File: src/design/isc_pkg.sv
// Shared constants, codes and types for the interval stabbing counter.
// No dependencies; every other file of the block imports this package.
`default_nettype none

package isc_pkg;

  // Table geometry
  localparam int MAX_INTERVALS = 1024;
  localparam int ADDR_W        = $clog2(MAX_INTERVALS);
  localparam int COUNT_W       = 11;
  localparam int COORD_W       = 32;
  localparam int OP_W          = 2;

  // Operation codes
  localparam logic [OP_W-1:0] OP_CLEAR = 2'd0;
  localparam logic [OP_W-1:0] OP_ADD   = 2'd1;
  localparam logic [OP_W-1:0] OP_QUERY = 2'd2;

  // Status codes
  localparam logic STATUS_OK   = 1'b0;
  localparam logic STATUS_FULL = 1'b1;

  // Full-table occupancy at the count width
  localparam logic [COUNT_W-1:0] OCC_FULL = COUNT_W'(MAX_INTERVALS);

  // Table write port
  typedef struct packed {
    logic               en;
    logic [ADDR_W-1:0]  addr;
    logic [COORD_W-1:0] lo;
    logic [COORD_W-1:0] hi;
  } tbl_wr_t;

  // Table read request
  typedef struct packed {
    logic              en;
    logic [ADDR_W-1:0] addr;
  } tbl_rd_t;

  // Registered read data with its valid flag
  typedef struct packed {
    logic               valid;
    logic [COORD_W-1:0] lo;
    logic [COORD_W-1:0] hi;
  } tbl_data_t;

endpackage

`default_nettype wire

File: src/design/isc_cmp.sv
// Shared containment check and hit accumulator used once per scanned entry.
// Depends on isc_pkg.
`default_nettype none

module isc_cmp (
  input  logic                        clk,
  input  logic                        clr,
  input  isc_pkg::tbl_data_t          rdata,
  input  logic [isc_pkg::COORD_W-1:0] point,
  output logic [isc_pkg::COUNT_W-1:0] count
);
  import isc_pkg::*;

  logic hit;

  // Inclusive compare: start <= point <= end
  assign hit = rdata.valid && (rdata.lo <= point) && (point <= rdata.hi);

  // Hit counter, cleared at the start of each table scan
  always_ff @(posedge clk) begin
    if (clr) begin
      count <= '0;
    end else if (hit) begin
      count <= count + COUNT_W'(1);
    end
  end

endmodule

`default_nettype wire

File: config.mk
export PLATFORM = sky130hd
export DESIGN_NAME = isc_cmp
export DESIGN_NICKNAME = d
export VERILOG_FILES = /design/src/design/isc_pkg.sv /design/src/design/isc_cmp.sv
export SDC_FILE = /design/constraint.sdc
export NUM_CORES = 1
export LEC_CHECK = 0
export ABC_AREA = 0
export CORE_MARGIN = 2
export CORE_UTILIZATION = 41
export CTS_CLUSTER_DIAMETER = 150
export DETAILED_ROUTE_END_ITERATION = 8
export DONT_BUFFER_PORTS = 1
export PLACE_DENSITY_LB_ADDON = 0.2
export SKIP_CTS_REPAIR_TIMING = 1
export SLEW_MARGIN = 0
export SYNTH_ARGS = -nofsm -noshare
export SYNTH_HDL_FRONTEND = slang
export SYNTH_SLANG_ARGS = --single-unit
File: constraint.sdc
create_clock -name clk -period 7.87 [get_ports clk]
set_input_delay 1.574 -clock clk [delete_from_list [all_inputs] [get_ports clk]]
set_output_delay 1.574 -clock clk [all_outputs]
set_load 0.1 [all_outputs]
==> impl_metrics.yaml <==
synth:
  synth_mux_area_frac: 0.004684
  synth_xor_area_frac: 0.008197
  async_flop_share: 0
  ys_ff_latch: 11
  synth_top_family_by_area: "adder cells"
  yosys.area.top_type: "ha_1"
  synth_area_leaders: "ha_1, inv_1, dfxtp_1"
  netlist_area_um2: 2137
  syn_nets: 451
  synth_compound_area_frac: 0.1903
  yosysMostFrequentCell: "inv_1"
  syn_area_per_cell_um2: 7.446
  yosysSeqAreaShare: 0.1030
  synthAdderAreaFrac: 0.3806
  synth_enable_flop_cells: 0
  synth_cells: 287
  synthTopCellsByCount: "inv_1, ha_1, a21oi_1"
  synth_ff_type: "dfxtp_1"
  synth-simple-area-share: 0.1932
  synth.top_cell.area_share: 0.3806
  ys_types: 37
  synth-warning-count: 0
global_routing:
  antenna_found_initial: 0
  grt_max_degree: 19
  grtUsageTotal: 0.1655
  gr-total-overflow: 0
  grt_pass1_vias: 1878
  grt_pass1_wl_um: 8052
power_and_ir_drop:
  pwr-share-comb: 0.380
  totalPowerFinal_w: 0.0001970
  ir_drop_mv: 0.04396
  p_seq_frac: 0.324
  p_int_w: 0.0001269
  switchingPower_w: 0.00007006
  switching_share: 0.3557
  power_density_nw_per_um2: 87.12
  clkPwrFrac: 0.296
  leakagePower_nw: 1.234
placed_design:
  io_buffers: 0
  dpl.hpwl_um: 4422
  place_congestion: 0.8298
die:
  start_util: 0.4211
  ios: 110
  die_area_um2: 5806
  die_x_um: 76.20
  fp.coreArea_um2: 5075
  fp-row-count: 26
  die_h_um: 76.20
cells_and_area:
  fillers: 541
  max_flop_register: "count"
  nets: 454
  area_growth_pct: 5.796
  largest_register_ffs: 11
  n_antenna_cell: 0
  seq_area_um2: 220.2
  drive_above_1_share: 0.02768
  reg_top3: "count x11"
  multi_input_area_um2: 1660
drt:
  drc_errors: 0
  viasPerCell: 5.390
  vias: 1935
  first_pass_iters: 4
  wl_um: 4840
  wire_per_inst_um: 13.48
  ant_nets: 0
  drtIter0Drc: 31
job:
  cap_viol_max_count: 0
status:
  status: "completed"
sta:
  fin_crit_ns: 3.678
  drv_slew: 0
  fin_skew_ns: 0.006399
  fin_crit_sh: 0.4673
  tns_ns: 0
  max_freq_mhz: 271.9
  maxSlewHeadroom: 0.2573
  setup_violations: 0
  tightest_slew_ns: 1.113
  timing.final.hold_violations: 0
  rsz0062_at_grt: "false"
clocking:
  cts_root_buffer: "clkbuf_8"
  tritoncts: "done"
  h-tree-depth: 1
  clock_path_buffers: 2
  clk_latency_ns: 0.24
  cts_inserted_buffers: 3
  path_clk_slew_ns: 0.05
  cts_sinks: 11
worst_hold_path:
  holdPathStages: 2
  holdPathEnd: "count[10]$_SDFFE_PP0P_"
  hp-class: "reg -> reg"
  min_from: "count[10]$_SDFFE_PP0P_"
critical_path:
  r2r_slack_ns: 5.57
  cp.required_ns: 8.05
  end_kind: "flip-flop"
  r2r-start: "count[1]$_SDFFE_PP0P_"
  cp_max_fo: 18
  r2r_cells: 5
  start_kind: "input port"
  r2r_end: "count[10]$_SDFFE_PP0P_"
  cp.arrival_ns: 3.85
  timing_worst_setup_path_type: "in -> reg"
metal layers:
| layer | GRT usage | share of wire | vias to the layer above |
|---|---|---|---|
| li1 | - | - | 1023 |
| met2 | 0.2982 | 0.48 | 70 |
| met4 | 0.01091 | 0.00083 | 0 |
| met3 | 0.07346 | 0.10 | 3 |
| met1 | 0.1889 | 0.42 | 839 |
| met5 | 0 | 0 | - |
cells in the final DEF (no fill, tap or decap), types with 2 or more instances in the layout:
cell and instances:
or3_1 2, or4_1 5, nor3_1 2, nor2_1 8
a21oi_1 29, o21ai_0 10, and2_1 2, o211ai_1 2
nor4_1 3, dfxtp_1 11, and3_1 2, inv_1 66
ha_1 65, a221o_1 3, a21o_1 4, nand3_1 11
o31ai_1 4, nor2b_1 3, clkbuf_8 3, and4_1 6
nand4_1 12, a21oi_2 2, a221oi_1 2, nand2_1 19
how the worst max path moves through the flow:
stage / start / endpoint / slack, ns / depth (start not counted)
2_1_floorplan: point[14] / count[9]$_SDFFE_PP0P_ / 4.24 / 10
3_3_place_gp: point[25] / count[9]$_SDFFE_PP0P_ / 3.97 / 10
3_5_place_dp: point[25] / count[9]$_SDFFE_PP0P_ / 3.93 / 10
4_1_cts: point[25] / count[9]$_SDFFE_PP0P_ / 4.17 / 10
5_1_grt: rdata[14] / count[9]$_SDFFE_PP0P_ / 3.99 / 10
6_report: point[5] / count[9]$_SDFFE_PP0P_ / 4.19 / 10
kinds of logic (layout without fill, tap and decap cells):
logic type                 count (synthesis)  in the layout
AOI/OAI and AO/OA                         64             64
xor gates and xnor gates                   2              2
adders and majority gates                 65             65
buffers and inverters                     68             70
DFF                                       11             11
muxes                                      1              1
and+or+nand+nor                           76             76
power by group through the flow:
stage,Sequential (W),Clock [W],Combinational (W)
floorplan,0.0000647,0,0.0000612
global placement,0.0000650,0,0.0000739
detailed placement,0.0000650,0,0.0000755
CTS,0.0000639,0.0000586,0.0000766
global route,0.0000639,0.0000623,0.0000906
finish,0.0000639,0.0000582,0.0000749
per-stage QoR:
stage               cell area, um^2  utilization  std cells  setup WS (ns)  hold WS (ns)
floorplan                      2137            -        287          4.238        0.9350
global placement               2216       0.4366        355          3.975        0.9510
detailed placement             2216       0.4366        355          3.934        0.9562
CTS                            2261       0.4455        359          4.175        0.9634
global route                   2261       0.4455        359          3.985        0.9770
finish                         2261       0.4455        359          4.192        0.9615
cell type report:
| type | count | area share |
|---|---|---|
| multi-input combinational | 208 | 0.7344 |
| inverter | 66 | 0.1096 |
| sequential | 11 | 0.09740 |
| tap | 70 | 0.03874 |
| clock buffer | 4 | 0.01992 |
critical path, stage by stage:
cell and delay (ns):
inv_1 0.02, ha_1 0.28, a21oi_1 0.15, o21ai_0 0.11, a221o_1 0.33, a211o_1 0.29, a21oi_2 0.16, o21ai_2 0.22
or4_1 0.55, a21oi_1 0.15
No activity file was read; power rests on OpenSTA's default activity.
